## src/rtl/rcts_pkg.sv

```systemverilog
`timescale 1ns / 1ps
// Shared types and constants for the RC throttle slew and drive block.
package rcts_pkg;

	localparam int unsigned PULSE_W  = 12;
	localparam int unsigned BAND_W   = 10;
	localparam int unsigned TIME_W   = 32;
	localparam int unsigned POWER_W  = 8;
	localparam int unsigned CFG_IDX_W = 2;
	// Product of a 12-bit distance and 255 needs 20 bits.
	localparam int unsigned NUM_W    = PULSE_W + POWER_W;

	localparam logic [PULSE_W-1:0] MIN_PULSE_RST  = 12'd1000;
	localparam logic [PULSE_W-1:0] MAX_PULSE_RST  = 12'd2000;
	localparam logic [BAND_W-1:0]  BAND_RST       = 10'd50;
	localparam logic [PULSE_W-1:0] TARGET_RST     = 12'd1500;
	localparam logic [PULSE_W-1:0] TARGET_TOP     = 12'd4095;
	localparam logic [PULSE_W-1:0] STEP_BIG       = 12'd15;
	localparam logic [TIME_W-1:0]  IDLE_HOLD_MS   = 32'd3000;
	localparam logic [POWER_W-1:0] POWER_SAT      = 8'd255;

	localparam logic [CFG_IDX_W-1:0] CFG_MIN_PULSE = 2'd0;
	localparam logic [CFG_IDX_W-1:0] CFG_MAX_PULSE = 2'd1;
	localparam logic [CFG_IDX_W-1:0] CFG_DEADBAND  = 2'd2;

	typedef enum logic [1:0] {
		MODE_IDLE = 2'd0,
		MODE_FWD  = 2'd1,
		MODE_REV  = 2'd2
	} mode_t;

	typedef struct packed {
		logic busy;
		logic done;
	} div_status_t;

endpackage

```

## src/rtl/rcts_div.sv

```systemverilog
`timescale 1ns / 1ps
// Restoring divider producing an 8-bit quotient, one quotient bit per cycle.
module rcts_div (
	input  logic                          clk,
	input  logic                          arst_n,
	input  logic                          start,
	input  logic [rcts_pkg::NUM_W-1:0]    numer,
	input  logic [rcts_pkg::PULSE_W-1:0]  denom,
	output rcts_pkg::div_status_t         status,
	output logic [rcts_pkg::POWER_W-1:0]  quotient
);

	logic [rcts_pkg::PULSE_W-1:0] rem_q;
	logic [rcts_pkg::PULSE_W-1:0] den_q;
	logic [rcts_pkg::POWER_W-1:0] low_q;
	logic [rcts_pkg::POWER_W-1:0] quo_q;
	logic [2:0]                   cnt_q;
	logic                         busy_q;
	logic                         done_q;
	logic [rcts_pkg::PULSE_W:0]   trial;
	logic [rcts_pkg::PULSE_W:0]   diff;
	logic                         qbit;

	// The caller guarantees numer < denom * 256, so the top bits start below denom.
	assign trial = {rem_q, low_q[rcts_pkg::POWER_W-1]};
	assign diff  = trial - {1'b0, den_q};
	assign qbit  = (trial >= {1'b0, den_q});

	always_ff @(posedge clk or negedge arst_n) begin
		if (!arst_n) begin
			busy_q <= 1'b0;
			done_q <= 1'b0;
			cnt_q  <= 3'd0;
		end else begin
			done_q <= 1'b0;
			if (start) begin
				busy_q <= 1'b1;
				cnt_q  <= 3'd7;
			end else if (busy_q) begin
				cnt_q <= cnt_q - 3'd1;
				if (cnt_q == 3'd0) begin
					busy_q <= 1'b0;
					done_q <= 1'b1;
				end
			end
		end
	end

	always_ff @(posedge clk) begin
		if (start) begin
			rem_q <= numer[rcts_pkg::NUM_W-1:rcts_pkg::POWER_W];
			low_q <= numer[rcts_pkg::POWER_W-1:0];
			den_q <= denom;
			quo_q <= '0;
		end else if (busy_q) begin
			rem_q <= qbit ? diff[rcts_pkg::PULSE_W-1:0] : trial[rcts_pkg::PULSE_W-1:0];
			low_q <= {low_q[rcts_pkg::POWER_W-2:0], 1'b0};
			quo_q <= {quo_q[rcts_pkg::POWER_W-2:0], qbit};
		end
	end

	assign status.busy = busy_q;
	assign status.done = done_q;
	assign quotient    = quo_q;

endmodule

```

## src/rtl/rc_throttle_slew_drive_top.sv

```systemverilog
`timescale 1ns / 1ps
// RC throttle slew and drive: target slewing, deadband decision and power scaling.
// Each item passes through the states STEP, EVAL and OUT, and the result register loads on leaving
// OUT; when the power needs a division, DIV lies between EVAL and OUT for the 8 steps and the done
// cycle of the shared divider. A new item is taken only once the previous result has entered the
// output register, which may still be waiting to be taken.
// Reset clears the configuration to 1000/2000/50, the target to 1500 and the active time to 0.
module rc_throttle_slew_drive_top (
	input  logic                             clk,
	input  logic                             arst_n,
	input  logic                             cfg_we,
	input  logic [rcts_pkg::CFG_IDX_W-1:0]   cfg_index,
	input  logic [rcts_pkg::PULSE_W-1:0]     cfg_data,
	input  logic                             pulse_valid,
	output logic                             pulse_ready,
	input  logic [rcts_pkg::PULSE_W-1:0]     pulse_width,
	input  logic [rcts_pkg::TIME_W-1:0]      now_ms,
	output logic                             result_valid,
	input  logic                             result_ready,
	output logic [1:0]                       drive_mode,
	output logic                             relay_release,
	output logic [rcts_pkg::POWER_W-1:0]     drive_power,
	output logic [rcts_pkg::PULSE_W-1:0]     slewed_target
);

	typedef enum logic [4:0] {
		ST_IDLE = 5'b00001,
		ST_STEP = 5'b00010,
		ST_EVAL = 5'b00100,
		ST_DIV  = 5'b01000,
		ST_OUT  = 5'b10000
	} state_t;

	state_t state_q;

	logic [rcts_pkg::PULSE_W-1:0] min_q;
	logic [rcts_pkg::PULSE_W-1:0] max_q;
	logic [rcts_pkg::BAND_W-1:0]  band_q;
	logic [rcts_pkg::PULSE_W-1:0] target_q;
	logic [rcts_pkg::TIME_W-1:0]  last_active_q;
	logic [rcts_pkg::PULSE_W-1:0] pulse_q;
	logic [rcts_pkg::TIME_W-1:0]  now_q;
	rcts_pkg::mode_t              mode_q;
	logic                         relay_q;
	logic [rcts_pkg::POWER_W-1:0] power_q;

	logic                         out_valid_q;
	rcts_pkg::mode_t              out_mode_q;
	logic                         out_relay_q;
	logic [rcts_pkg::POWER_W-1:0] out_power_q;
	logic [rcts_pkg::PULSE_W-1:0] out_target_q;

	// Derived thresholds; low is signed and may be negative.
	logic [rcts_pkg::PULSE_W:0]   sum_mm;
	logic [rcts_pkg::PULSE_W-1:0] neutral;
	logic [rcts_pkg::PULSE_W:0]   high;
	logic signed [13:0]           low_s;
	logic signed [13:0]           pulse_s;
	logic signed [13:0]           t_s;

	assign sum_mm  = {1'b0, min_q} + {1'b0, max_q};
	assign neutral = sum_mm[rcts_pkg::PULSE_W:1];
	assign high    = {1'b0, neutral} + {3'b000, band_q};
	assign low_s   = $signed({2'b00, neutral}) - $signed({4'b0000, band_q});
	assign pulse_s = $signed({2'b00, pulse_q});
	assign t_s     = $signed({2'b00, target_q});

	// Target slew.
	logic [rcts_pkg::PULSE_W:0]   t_up15;
	logic [rcts_pkg::PULSE_W:0]   n_plus15;
	logic [rcts_pkg::PULSE_W-1:0] t_next;

	assign t_up15   = {1'b0, target_q} + {1'b0, rcts_pkg::STEP_BIG};
	assign n_plus15 = {1'b0, neutral} + {1'b0, rcts_pkg::STEP_BIG};

	always_comb begin
		t_next = target_q;
		if (pulse_q > target_q) begin
			if ((target_q < neutral) && (pulse_s >= low_s)) begin
				t_next = (t_up15 > {1'b0, neutral}) ? neutral : t_up15[rcts_pkg::PULSE_W-1:0];
			end else if (target_q != rcts_pkg::TARGET_TOP) begin
				t_next = target_q + 12'd1;
			end
		end else begin
			if ((target_q > neutral) && ({1'b0, pulse_q} <= high)) begin
				t_next = ({1'b0, target_q} < n_plus15) ? neutral
				         : (target_q - rcts_pkg::STEP_BIG);
			end else if (target_q != '0) begin
				t_next = target_q - 12'd1;
			end
		end
	end

	// Region decision and power operands on the updated target.
	logic                         in_band;
	logic                         fwd;
	logic [rcts_pkg::PULSE_W:0]   dist_fwd;
	logic signed [13:0]           dist_rev;
	logic signed [13:0]           span_s;
	logic [rcts_pkg::PULSE_W-1:0] pwr_dist;
	logic [rcts_pkg::PULSE_W-1:0] span;
	logic                         span_bad;
	logic                         saturate;
	logic [rcts_pkg::NUM_W-1:0]   numer;
	logic [rcts_pkg::TIME_W-1:0]  idle_ref;

	assign in_band  = (t_s > low_s) && ({1'b0, target_q} < high);
	assign fwd      = ({1'b0, target_q} >= high);
	assign dist_fwd = {1'b0, target_q} - high;
	assign dist_rev = low_s - t_s;

	always_comb begin
		if (fwd) begin
			pwr_dist = dist_fwd[rcts_pkg::PULSE_W-1:0];
			span_s   = $signed({2'b00, max_q}) - $signed({1'b0, high});
		end else begin
			pwr_dist = dist_rev[rcts_pkg::PULSE_W-1:0];
			span_s   = low_s - $signed({2'b00, min_q});
		end
	end

	assign span     = span_s[rcts_pkg::PULSE_W-1:0];
	assign span_bad = (span_s <= 14'sd0);
	// Once the distance reaches the span the scaled power is at least full.
	assign saturate = span_bad || (pwr_dist >= span);
	assign numer    = {pwr_dist, 8'h00} - {8'h00, pwr_dist};
	assign idle_ref = now_q - rcts_pkg::IDLE_HOLD_MS;

	// Shared divider.
	logic                         div_start;
	rcts_pkg::div_status_t        div_status;
	logic [rcts_pkg::POWER_W-1:0] div_quo;

	assign div_start = (state_q == ST_EVAL) && !in_band && !saturate;

	rcts_div u_div (
		.clk      (clk),
		.arst_n   (arst_n),
		.start    (div_start),
		.numer    (numer),
		.denom    (span),
		.status   (div_status),
		.quotient (div_quo)
	);

	logic out_free;
	assign out_free    = !out_valid_q || result_ready;
	assign pulse_ready = (state_q == ST_IDLE);

	always_ff @(posedge clk or negedge arst_n) begin
		if (!arst_n) begin
			min_q  <= rcts_pkg::MIN_PULSE_RST;
			max_q  <= rcts_pkg::MAX_PULSE_RST;
			band_q <= rcts_pkg::BAND_RST;
		end else if (cfg_we) begin
			unique case (cfg_index)
				rcts_pkg::CFG_MIN_PULSE: min_q  <= cfg_data;
				rcts_pkg::CFG_MAX_PULSE: max_q  <= cfg_data;
				rcts_pkg::CFG_DEADBAND:  band_q <= cfg_data[rcts_pkg::BAND_W-1:0];
				default: begin
				end
			endcase
		end
	end

	always_ff @(posedge clk or negedge arst_n) begin
		if (!arst_n) begin
			state_q       <= ST_IDLE;
			target_q      <= rcts_pkg::TARGET_RST;
			last_active_q <= '0;
			out_valid_q   <= 1'b0;
		end else begin
			// A new result may load in the same cycle the old one is taken.
			if ((state_q == ST_OUT) && out_free) begin
				out_valid_q <= 1'b1;
			end else if (result_valid && result_ready) begin
				out_valid_q <= 1'b0;
			end
			unique case (state_q)
				ST_IDLE: begin
					if (pulse_valid) begin
						state_q <= ST_STEP;
					end
				end
				ST_STEP: begin
					target_q <= t_next;
					state_q  <= ST_EVAL;
				end
				ST_EVAL: begin
					if (!in_band) begin
						last_active_q <= now_q;
					end
					state_q <= div_start ? ST_DIV : ST_OUT;
				end
				ST_DIV: begin
					if (div_status.done) begin
						state_q <= ST_OUT;
					end
				end
				ST_OUT: begin
					if (out_free) begin
						state_q <= ST_IDLE;
					end
				end
				default: state_q <= ST_IDLE;
			endcase
		end
	end

	always_ff @(posedge clk) begin
		if (pulse_valid && pulse_ready) begin
			pulse_q <= pulse_width;
			now_q   <= now_ms;
		end
		if (state_q == ST_EVAL) begin
			if (in_band) begin
				mode_q  <= rcts_pkg::MODE_IDLE;
				relay_q <= (idle_ref > last_active_q);
				power_q <= '0;
			end else begin
				mode_q  <= fwd ? rcts_pkg::MODE_FWD : rcts_pkg::MODE_REV;
				relay_q <= 1'b0;
				power_q <= rcts_pkg::POWER_SAT;
			end
		end
		if ((state_q == ST_DIV) && div_status.done) begin
			power_q <= div_quo;
		end
		if ((state_q == ST_OUT) && out_free) begin
			out_mode_q   <= mode_q;
			out_relay_q  <= relay_q;
			out_power_q  <= power_q;
			out_target_q <= target_q;
		end
	end

	assign result_valid  = out_valid_q;
	assign drive_mode    = out_mode_q;
	assign relay_release = out_relay_q;
	assign drive_power   = out_power_q;
	assign slewed_target = out_target_q;

endmodule

```

## config.mk

```make
export PLATFORM = sky130hd
export DESIGN_NAME = rc_throttle_slew_drive_top
export DESIGN_NICKNAME = d
export VERILOG_FILES = /design/src/rtl/rcts_pkg.sv /design/src/rtl/rcts_div.sv /design/src/rtl/rc_throttle_slew_drive_top.sv
export SDC_FILE = /design/constraint.sdc
export NUM_CORES = 1
export LEC_CHECK = 0
export BUFFER_PORTS_ARGS = -buffer_cell sky130_fd_sc_hd__buf_2
export CAP_MARGIN = 20
export CORE_ASPECT_RATIO = 1.1
export CORE_MARGIN = 2
export CORE_UTILIZATION = 57
export CTS_CLUSTER_DIAMETER = 120
export DETAILED_ROUTE_END_ITERATION = 10
export GPL_TIMING_DRIVEN = 0
export HOLD_SLACK_MARGIN = 0.05
export PLACE_DENSITY_LB_ADDON = 0.25
export SLEW_MARGIN = 20
export SYNTH_ARGS = -nofsm -noshare
export SYNTH_HDL_FRONTEND = slang
export SYNTH_HIERARCHICAL = 1
export SYNTH_SLANG_ARGS = --single-unit
```

## constraint.sdc

```tcl
create_clock -name clk -period 9.45 [get_ports clk]
set_clock_uncertainty 0.2 [all_clocks]
set_input_delay 0.945 -clock clk [delete_from_list [all_inputs] [get_ports clk]]
set_output_delay 0.945 -clock clk [all_outputs]
set_load 0.01 [all_outputs]
```

* Yosys cells after proc, flatten, opt, wreduce, memory -nomap -nowiden
Cells that the tools add are included.
Cells by class: shifts and indexed selects 0, reductions and logical operators 27, div/mod/pow operators 0, equal/unequal tests 12, muxes and demuxes 33, add/sub/neg operators 16, bitwise operators 1, magnitude comparators 14, $mul 0
Operators with widths (count):
- $mux W12 | 11
- $mux W8 | 5
- $sub A12 B12 Y12 | 3
- $gt A32 B32 Y1 | 1
- $sub A32 B12 Y32 const B | 1
- $add A12 B4 Y13 const B | 2
- $lt A12 B13 Y1 | 2
- $pmux W5 S5 | 1
- $gt A12 B12 Y1 | 2
- $mux W5 | 4
- $sub A20 B12 Y20 | 1
- $le A14 B1 Y1 const B | 1
- $mux W14 | 1
- $sub A12 B13 Y14 | 1
- $sub A13 B13 Y14 | 1
- $add A12 B10 Y13 | 1
- $add A12 B12 Y13 | 1
- $ge A12 B13 Y1 | 1
- $ge A13 B12 Y1 | 1
- $ge A13 B13 Y1 | 1
- $gt A13 B12 Y1 | 1
- $gt A13 B13 Y1 | 1
- $le A12 B13 Y1 | 1
- $sub A12 B10 Y13 | 1
- other kinds (31) | 57
Storage, ports and cells: logic and storage cells 126, memory bits (writable) 0, input port bits 63, memory bits (read-only) 0, bits in registers 207, bits in latches 0, memories kept 0, output and inout bits 25

* Longest topological paths before layout
Gate-level depths: netlist of the first run.
depth in word-level cells 10, mapped depth 43, mapped depth without buffers 39

* Hierarchy
The synthesis of the first run kept the hierarchy.
By module, submodules not included:
- rc_throttle_slew_drive_top | area each 15287.2 um2, seq. area each 4473.0 um2, instances 1, cells an instance 1662
- rcts_div | area each 2452.4 um2, seq. area each 1246.2 um2, instances 1, cells an instance 213

* Worst setup path after synthesis of the first run
Ideal clock, no wire load.
path type reg-to-reg, from register min_q[2] (netlist name), to register u_div/low_q[0] (netlist name), enable pin, path slack -0.060 ns, period minus slack after synthesis 9.510 ns, cell stages (with the launch flop) 40, arrival 8.964 ns, library setup time 0.346 ns, buffers on the path 5, required time 8.904 ns, cells stage by stage dfrtp_1 > ha_1 > nor2b_1 > o31a_1 > o21a_1 > o21a_1 > nor2_1 > ha_1 > buf_2 > inv_1 > o21ai_1 > a221oi_2 > nor2_1 > xnor2_1 > ha_1 > a21o_1 > a21oi_1 > o21ai_0 > [4 not listed] > buf_8 > buf_2 > mux2i_1 > ha_1 > nand2b_1 > a21o_1 > a21o_1 > a21o_1 > a21o_1 > a211oi_1 > o21bai_1 > a21oi_1 > o21ai_0 > a2111o_1 > nor2_1 > clkbuf_1 > clkbuf_1 > or2_2
Between the ends: cells in the longest elaborated chain, start to end 9, elaborated cells between the ends (all ways) 21, those cells by class add/sub (7); order compare (5); mux (2); reduce/logical (7)
RTL lines:
- from (decl) | RTL line rc_throttle_slew_drive_top.sv:36 | logic [rcts_pkg::PULSE_W-1:0] min_q;
- from (signal assigned) | RTL line rc_throttle_slew_drive_top.sv:152 | min_q <= rcts_pkg::MIN_PULSE_RST;
- from (signal assigned) | RTL line rc_throttle_slew_drive_top.sv:157 | rcts_pkg::CFG_MIN_PULSE: min_q <= cfg_data;
- $add A12 B12 Y13 * | RTL line rc_throttle_slew_drive_top.sv:61 | assign sum_mm = {1'b0, min_q} + {1'b0, max_q};
- $add A12 B10 Y13 * | RTL line rc_throttle_slew_drive_top.sv:63 | assign high = {1'b0, neutral} + {3'b000, band_q};
- $ge A12 B13 Y1 * | RTL line rc_throttle_slew_drive_top.sv:108 | assign fwd = ({1'b0, target_q} >= high);
- $mux W14 * | RTL line rc_throttle_slew_drive_top.sv:113 | if (fwd) begin
- named net span_s[0] | RTL line rc_throttle_slew_drive_top.sv:99 | logic signed [13:0] span_s;
- $le A14 B1 Y1 / $ge A12 B12 Y1 (equally long branches) | RTL line rc_throttle_slew_drive_top.sv:123, rc_throttle_slew_drive_top.sv:125
- $logic_or A1 B1 Y1 * | RTL line rc_throttle_slew_drive_top.sv:125 | assign saturate = span_bad || (pwr_dist >= span);
- $logic_not A1 Y1 * | RTL line rc_throttle_slew_drive_top.sv:134 | assign div_start = (state_q == ST_EVAL) && !in_band && !saturate;
- $logic_and A1 B1 Y1 * | RTL line rc_throttle_slew_drive_top.sv:134
- named net div_start | RTL line rc_throttle_slew_drive_top.sv:130 | logic div_start;
- $reduce_bool A2 Y1 (no source line) *
- to (signal assigned) | RTL line rcts_div.sv:52 | low_q <= numer[rcts_pkg::POWER_W-1:0];
- to (signal assigned) | RTL line rcts_div.sv:57 | low_q <= {low_q[rcts_pkg::POWER_W-2:0], 1'b0};
- to (decl) | RTL line rcts_div.sv:15 | logic [rcts_pkg::POWER_W-1:0] low_q;
The timed path passes the listed nets; every way through them passes the cells marked *. A chain may end at the register's enable or synchronous reset.

* Worst setup path after layout of the first run
from register max_q[2] (netlist name), to register u_div/low_q[2] (netlist name) (data pin)
Between the ends: cells in the longest elaborated chain, start to end 9, elaborated cells between the ends (all ways) 22, those cells by class add/sub (8); order compare (5); mux (3); reduce/logical (6)
RTL lines:
- from (decl) | RTL line rc_throttle_slew_drive_top.sv:37 | logic [rcts_pkg::PULSE_W-1:0] max_q;
- from (signal assigned) | RTL line rc_throttle_slew_drive_top.sv:153 | max_q <= rcts_pkg::MAX_PULSE_RST;
- from (signal assigned) | RTL line rc_throttle_slew_drive_top.sv:158 | rcts_pkg::CFG_MAX_PULSE: max_q <= cfg_data;
- $add A12 B12 Y13 * | RTL line rc_throttle_slew_drive_top.sv:61
- $add A12 B10 Y13 * | RTL line rc_throttle_slew_drive_top.sv:63
- $ge A12 B13 Y1 * | RTL line rc_throttle_slew_drive_top.sv:108
- $mux W14 * | RTL line rc_throttle_slew_drive_top.sv:113
- named net span_s[0] | RTL line rc_throttle_slew_drive_top.sv:99
- $le A14 B1 Y1 / $ge A12 B12 Y1 (equally long branches) | RTL line rc_throttle_slew_drive_top.sv:123, rc_throttle_slew_drive_top.sv:125
- $logic_or A1 B1 Y1 * | RTL line rc_throttle_slew_drive_top.sv:125
- $logic_not A1 Y1 * | RTL line rc_throttle_slew_drive_top.sv:134
- $logic_and A1 B1 Y1 * | RTL line rc_throttle_slew_drive_top.sv:134
- named net div_start | RTL line rc_throttle_slew_drive_top.sv:130
- $mux W8 * | RTL line rcts_div.sv:50 | if (start) begin
Marks and branches as above.

==> results.txt, run 1 <==
port buffer count: 87
Final min period: 9166 ps
CP Launch Type: register
Yosys warnings: 6
drt first pass iters: 7
critical path capture point type: register
number of global-route vias before repair: 14921
Initial Util: 58.11%
slew margin rel.: 19.47%
layout cells sized above 1: 16.90%
pre-CTS setup slack: -2358 ps
worst r2r src: max_q[2]
Max Slew Vio Count: 0
vias per cell: 6.042
initial antenna violation count: 0
crit share post-route: 96.99%
Die Y-Extent: 189.0 um
initial DRC count: 1138
Crit path largest cell delay: 450 ps
Residual DRC: 0
first-pass GRT wire length: 77.86 mm
DRT met1 WL: 20.99 mm
routed wl met2: 23.22 mm
most common cell after layout, fill and taps aside: ha_1
GRT Total Usage: 30.49%
Cells after Synth: 1874
Worst Reg-to-Reg Cells: 39
num rows: 67
die area: 0.03254 mm^2
Die Wd: 172.2 um
Critical Path AT: 9260 ps
WHS Endpoint: drive_power[1]
CP Max Fanout: 19
MaxCap Viol Count: 0
setup ws final: 284.1 ps
gr ovfl total: 0
Req. time, crit path: 9540 ps
IO Pins: 88
antenna-violating nets left: 0
hpwl dp: 38.56 mm
Clock Root Buffer: clkbuf_16
WL met3: 2.773 mm
vias: 14798
ant diodes: 0
status: completed
largest net degree at the start of global routing: 76
Worst-path clk slew: 60 ps
crit path max-delay cell type: a2111o_1
CTS tree: built
r2r setup slk: 280 ps
hold path cells: 0
gpl congestion: 0.9793
Slew @ Worst Pin: 1203 ps
WS Path Type: register to register
Avg Inst Size Synth: 9.462 um^2
Max clock buf depth: 3
fmax: 0.1091 GHz
cell count after placement: 2377
most frequent cells in the layout: ha_1 (221), inv_1 (161), nor2_1 (122)
Routed WL: 49.06 mm
final hold viol count: 0
mapped cell area: 0.01773 mm^2
Wirelength per Cell: 20.03 um
Worst R2R End: u_div/low_q[2]
most used cell, CP: a21o_1
final cell count without fillers: 2449
Syn-to-layout area delta: 13.07%
final-report setup violation count: 0
fin util: 65.70%
Worst Min Path Start: power_q[1]
H-Tree Depth: 1
Hold Crit Class: register to register
nets: 2312
post-synthesis net count: 2169
Max Used Layer: met4
TritonCTS Buffers: 24
core area: 0.03051 mm^2
Clock Latency Late Sink: 550 ps
clock sinks: 207
==> through the flow <==
stage	hold slack, ps	instance area (um^2)	TNS, ps
2_1_floorplan	200.3	17730	0
3_3_place_gp	203.8	18690	-123760
3_5_place_dp	204.5	18750	-130500
4_1_cts	217.4	19850	0
5_1_grt	220.3	20050	-1762
6_report	214.3	20050	0
==> flip-flops by register name, indices dropped and copies added, names as in the netlist, 3 cells and up <==
name            cells
max_q              12
pulse_q            12
u_div/den_q        12
drive_power         8
u_div/quotient      8
target_q           12
power_q             8
u_div/cnt_q         3
last_active_q      32
state_q             5
band_q             10
u_div/rem_q        12
u_div/low_q         8
slewed_target      12
now_q              32
min_q              12
==> layout make-up <==
type,instances,area (um^2)
Buffer,45,234.0
Clock buffer,36,760.7
Inverter,172,653.1
Tap cell,414,518.0
Fill cell,2520,10470
Sequential cell,207,5722
Clock inverter,8,66.31
Multi-Input combinational cell,1448,11380
Timing Repair Buffer,119,716.9
==> worst max path at each step <==
| stage | startpoint | to | slack, ps | cells past startpoint |
|---|---|---|---|---|
| final | max_q[2] | u_div/low_q[2] | 280 | 39 |
| after CTS | min_q[1] | u_div/rem_q[0] | 2 | 40 |
| after global routing | max_q[0] | u_div/rem_q[10] | -70 | 41 |
| after floorplan | min_q[2] | u_div/low_q[0] | 130 | 39 |
| after detailed placement | min_q[1] | u_div/rem_q[6] | -2360 | 40 |
| after global placement | min_q[1] | u_div/rem_q[6] | -2260 | 40 |
==> worst max-delay path, delay by kind of cell (launching register included) <==
kind / cells / cell delay [ps]
DFF: 1 / 420
xor gates and xnor gates: 1 / 140
and+or+nand+nor: 5 / 810
buffers and inverters: 6 / 990
adders and majority gates: 6 / 1820
AOI/OAI and AO/OA: 19 / 3900
muxes: 2 / 630
==> layer usage <==
metal / track usage [%] / up-vias
li1: - / 7053
met1: 39.84 / 7113
met2: 51.64 / 510
met3: 3.386 / 122
met4: 12.12 / 0
met5: 0 / -
==> what timing repair did <==
action                                 CTS  global route
gates cloned                             1             0
buffers inserted                        10            19
endpoints found under the hold margin    7             0
pin swaps                                7            16
setup endpoints to repair               67            65
hold buffers                             1             0
gates resized for setup                 36            18
Power of run 1 is left out: the tool's default activity adds up to more than one toggle a clock period on the data nets, which glitch-free logic cannot reach.
==> inputs of run 2 (changes only) <==
Settings changed: BUFFER_PORTS_ARGS -buffer_cell sky130_fd_sc_hd__buf_2 to -buffer_cell sky130_fd_sc_hd__buf_4, CAP_MARGIN 20 to not set, CORE_ASPECT_RATIO 1.1 to not set.
==> results.txt, run 2 (synthesis results as in run 1) <==
status: completed
Die Y-Extent: 180.4 um (-4.6%)
crit path max-delay cell type: a2111o_1
antenna-violating nets left: 0 (unchanged)
MaxCap Viol Count: 0 (unchanged)
CTS tree: built
Critical Path AT: 9350 ps (+90 ps)
final cell count without fillers: 2439 (-0.41%)
ant diodes: 0 (unchanged)
CP Launch Type: register
delay-heaviest family, CP: compound AO/OA/AOI/OAI gates
r2r setup slk: 180 ps (-100 ps)
Hold Buf Count CTS: 0 (-1)
crit path to: u_div/low_q[5]
die area: 0.03254 mm^2 (about the same)
drt first pass iters: 7 (unchanged)
fin util: 66.44% (+0.73 points)
Hold Crit Class: register to register
Setup crit start: max_q[0]
Crit path largest cell delay: 480 ps (+30 ps)
setup ws final: 182.8 ps (-101.3 ps)
most common cell after layout, fill and taps aside: ha_1
H-Tree Depth: 1 (unchanged)
IO Pins: 88 (unchanged)
TritonCTS Buffers: 24 (unchanged)
Initial Util: 57.97% (-0.14 points)
Max clock buf depth: 3 (unchanged)
Post-Place Cell Area: 0.01892 mm^2 (+0.88%)
GRT Total Usage: 29.76% (-0.73 points)
Clock Root Buffer: clkbuf_16
worst r2r src: max_q[0]
biggest regs: last_active_q (32), now_q (32)
first-pass GRT wire length: 77.51 mm (-0.45%)
num rows: 64 (-4.5%)
initial antenna violation count: 1 (+1)
WP buf/inv: 7 (+1)
hpwl dp: 38.65 mm (+0.24%)
Clock Latency Late Sink: 540 ps (about the same)
Worst-path clk slew: 60 ps (about the same)
Worst Reg-to-Reg Cells: 39 (unchanged)
port buffer count: 87 (unchanged)
design area: 0.02032 mm^2 (+1.4%)
crit share post-route: 98.07% (+1.1 points)
critical path capture point type: register
Residual DRC: 0 (unchanged)
fmax: 0.1079 GHz (-1.1%)
Die Wd: 180.4 um (+4.8%)
cell count after placement: 2358 (-0.80%)
Syn-to-layout area delta: 14.61%
Slew @ Worst Pin: 1146 ps (-57.09 ps)
initial DRC count: 990 (-13%)
layout cells sized above 1: 17.28% (+0.37 points)
most used cell, CP: a21o_1
most frequent cells in the layout: ha_1 (220), inv_1 (160), buf_4 (126)
slew margin rel.: 22.88% (+3.4 points)
final-report setup violation count: 0 (unchanged)
vias per cell: 6.106 (+1.0%)
largest net degree at the start of global routing: 90 (+18%)
CP Max Fanout: 10 (-9)
nets: 2320 (+0.35%)
gpl congestion: 0.9594 (-2.0%)
final hold viol count: 0 (unchanged)
Worst R2R End: u_div/low_q[5]
clock sinks: 207 (unchanged)
number of global-route vias before repair: 14621 (-2.0%)
Wirelength per Cell: 20.41 um (+1.9%)
pre-CTS setup slack: -2466 ps (-108.1 ps)
vias: 14892 (+0.64%)
Final min period: 9267 ps (+101.3 ps)
WS Path Type: register to register
Routed WL: 49.78 mm (+1.5%)
gr ovfl total: 0 (unchanged)
Max Slew Vio Count: 0 (unchanged)
core area: 0.03059 mm^2 (+0.25%)
Req. time, crit path: 9530 ps (about the same)
Crit path depth: 39 (unchanged)
run 2: changes by cell type in the layout (fill, tap and decap cells not counted), sizes merged:
| cell | before | now |
|---|---|---|
| dlygate4sd3 | 1 | 0 |
| clkinv | 10 | 8 |
| buf | 136 | 145 |
| bufinv | 0 | 3 |
| clkinvlp | 5 | 4 |
run 2: worst register-to-register path: cells and delay by family (launching register included):
family	cells	cell delay, ps
adders and majority gates	6	2070
xor gates and xnor gates	1	170
buffers and inverters	7	1210
and+or+nand+nor	5	640
AOI/OAI and AO/OA	18	3570
muxes	2	760
DFF	1	410
run 2: final cells by class:
type	count	area, um^2
Sequential cell	207	5720
Clock buffer	36	706.9
Clock inverter	8	135.1
Tap cell	396	495.5
Fill cell	2503	10270
Inverter	172	653.1
Timing Repair Buffer	126	965.9
Buffer	46	252.7
Multi-Input combinational cell	1448	11390
run 2: how the worst min path moves through the flow:
stage	start	to	slack, ps	cells after the start
2_1_floorplan	mode_q[0]	drive_mode[0]	200	0
5_1_grt	power_q[3]	drive_power[3]	220	0
3_3_place_gp	mode_q[0]	drive_mode[0]	210	0
3_5_place_dp	power_q[2]	drive_power[2]	210	0
6_report	power_q[2]	drive_power[2]	220	0
4_1_cts	power_q[5]	drive_power[5]	220	0
run 2: metrics by stage:
step | setup TNS, ps | hold slack (ps)
2_1_floorplan | 0 | 200.3
3_3_place_gp | -131750 | 206.8
3_5_place_dp | -136900 | 205.4
4_1_cts | 0 | 220.3
5_1_grt | -2250 | 223.0
6_report | 0 | 219.4
run 2: repair_timing:
action                                  CTS  global route
endpoints found under the setup margin   67            65
resized for setup                        42            19
setup buffers                            13            25
cloned                                    1             0
pin swaps                                13            14
run 2: layer usage:
metal,vias to the layer above,GRT usage [%],wire [um]
li1,7083,-,-
met1,7176,38.99,21250
met2,506,49.51,23090
met3,127,4.466,3310
met5,-,0,0
met4,0,12.00,2124
Power of run 2 is left out for the same reason.
==> inputs of run 3 (changes only) <==
Settings changed: CORE_UTILIZATION 57 to 59, CTS_BUF_LIST set to sky130_fd_sc_hd__clkbuf_8.
==> results.txt, run 3 (synthesis results as in run 1) <==
WS Path Type: register to register
Final min period: 9193 ps (-74.51 ps)
Req. time, crit path: 9560 ps (+30 ps)
CTS tree: built
clock sinks: 207 (unchanged)
vias per cell: 6.128 (+0.37%)
CP Launch Type: register
fmax: 0.1088 GHz (+0.81%)
Die Wd: 177.4 um (-1.7%)
Hold Buf Count CTS: 0 (unchanged)
first-pass GRT wire length: 77.61 mm (+0.13%)
Hold Crit Class: register to register
initial antenna violation count: 1 (unchanged)
drt first pass iters: 5 (-2)
most frequent cells in the layout: ha_1 (221), inv_1 (169), nor2_1 (123)
CP Max Fanout: 10 (unchanged)
fin util: 68.11% (+1.7 points)
Syn-to-layout area delta: 13.84%
num rows: 63 (-1.6%)
vias: 15020 (+0.86%)
die area: 0.03146 mm^2 (-3.3%)
Routed WL: 49.78 mm (about the same)
number of global-route vias before repair: 14716 (+0.65%)
IO Pins: 88 (unchanged)
gpl congestion: 1.021 (+6.4%)
Critical Path AT: 9300 ps (-50 ps)
gr ovfl total: 0 (unchanged)
most common cell after layout, fill and taps aside: ha_1
crit path max-delay cell type: a2111o_1
Slew @ Worst Pin: 1134 ps (-12.51 ps)
biggest regs: last_active_q (32), now_q (32)
layout cells sized above 1: 17.47% (+0.19 points)
crit share post-route: 97.28% (-0.79 points)
final-report setup violation count: 0 (unchanged)
hpwl dp: 38.34 mm (-0.81%)
status: completed
port buffer count: 87 (unchanged)
core area: 0.02964 mm^2 (-3.1%)
Die Y-Extent: 177.4 um (-1.7%)
slew margin rel.: 24.13% (+1.2 points)
MaxCap Viol Count: 0 (unchanged)
largest net degree at the start of global routing: 90 (unchanged)
Wirelength per Cell: 20.31 um (-0.49%)
initial DRC count: 1318 (+33%)
Max Slew Vio Count: 0 (unchanged)
critical path capture point type: register
Max clock buf depth: 3 (unchanged)
Crit path largest cell delay: 440 ps (-40 ps)
ant diodes: 0 (unchanged)
H-Tree Depth: 2 (+1)
antenna-violating nets left: 0 (unchanged)
filler instances: 2372 (-5.2%)
final hold viol count: 0 (unchanged)
final setup TNS: 0 ps (unchanged)
TritonCTS Buffers: 37 (+54%)
Worst-path clk slew: 60 ps (about the same)
nets: 2327 (+0.30%)
Clock Latency Late Sink: 570 ps (+30 ps)
GRT Total Usage: 31.60% (+1.8 points)
Clock Root Buffer: clkbuf_8
Initial Util: 59.83% (+1.9 points)
Residual DRC: 0 (unchanged)
most used cell, CP: a21o_1
-- run 3: worst max-delay path, delay by kind of cell (launching register included) --
| kind | cells | cell delay (ps) |
|---|---|---|
| AO/OA/AOI/OAI | 16 | 3530 |
| XOR/XNOR | 1 | 180 |
| adder cells (fa/ha/maj) | 6 | 2050 |
| buffers and inverters | 6 | 880 |
| flip-flops | 1 | 430 |
| multiplexers | 2 | 590 |
| AND/OR/NAND/NOR | 5 | 1030 |
-- run 3: per-layer routing --
layer	GRT usage [%]	wire length (um)
met1	42.73	21410
met3	4.306	3508
met5	0	0
met2	51.72	22920
met4	11.92	1946
-- run 3: path summary, 6_finish.rpt --
path / slack, ps / end / cells past startpoint / startpoint
worst min register to register: 210 / drive_power[4] / 0 / power_q[4]
worst min-delay path: 210 / drive_power[4] / 0 / power_q[4]
min in group asynchronous: 250 / u_div/busy_q / 1 / arst_n
worst max register to register: 260 / u_div/low_q[2] / 36 / max_q[2]
worst max-delay path: 260 / u_div/low_q[2] / 36 / max_q[2]
max in group asynchronous: 8130 / min_q[0] / 1 / arst_n
-- run 3: layout make-up --
class	count	area [um^2]	area share, %
Tap cell	390	488.0	2.417
Clock buffer	37	509.2	2.523
Timing Repair Buffer	117	898.4	4.450
Multi-Input combinational cell	1450	11390	56.43
Buffer	47	254.0	1.258
Sequential cell	207	5722	28.34
Clock inverter	31	279.0	1.382
Inverter	172	645.6	3.198
-- run 3: metrics by stage --
step / area, um^2 / setup slack [ps] / cells / hold slack, ps
floorplan: 17730 / 130.5 / 1874 / 200.3
global placement: 18880 / -2221 / 2351 / 206.4
detailed placement: 18910 / -2378 / 2352 / 206.1
CTS: 19970 / 7.543 / 2430 / 209.9
global route: 20190 / -44.34 / 2451 / 224.5
finish: 20190 / 257.3 / 2451 / 214.1
-- run 3: what timing repair did --
| item | 4_1_cts | 5_1_grt |
|---|---|---|
| setup endpoints to repair | 67 | 65 |
| setup buffers | 10 | 19 |
| gates resized for setup | 39 | 22 |
| pin swaps | 10 | 12 |
| gates cloned | 1 | 2 |
Power of run 3 is left out for the same reason.
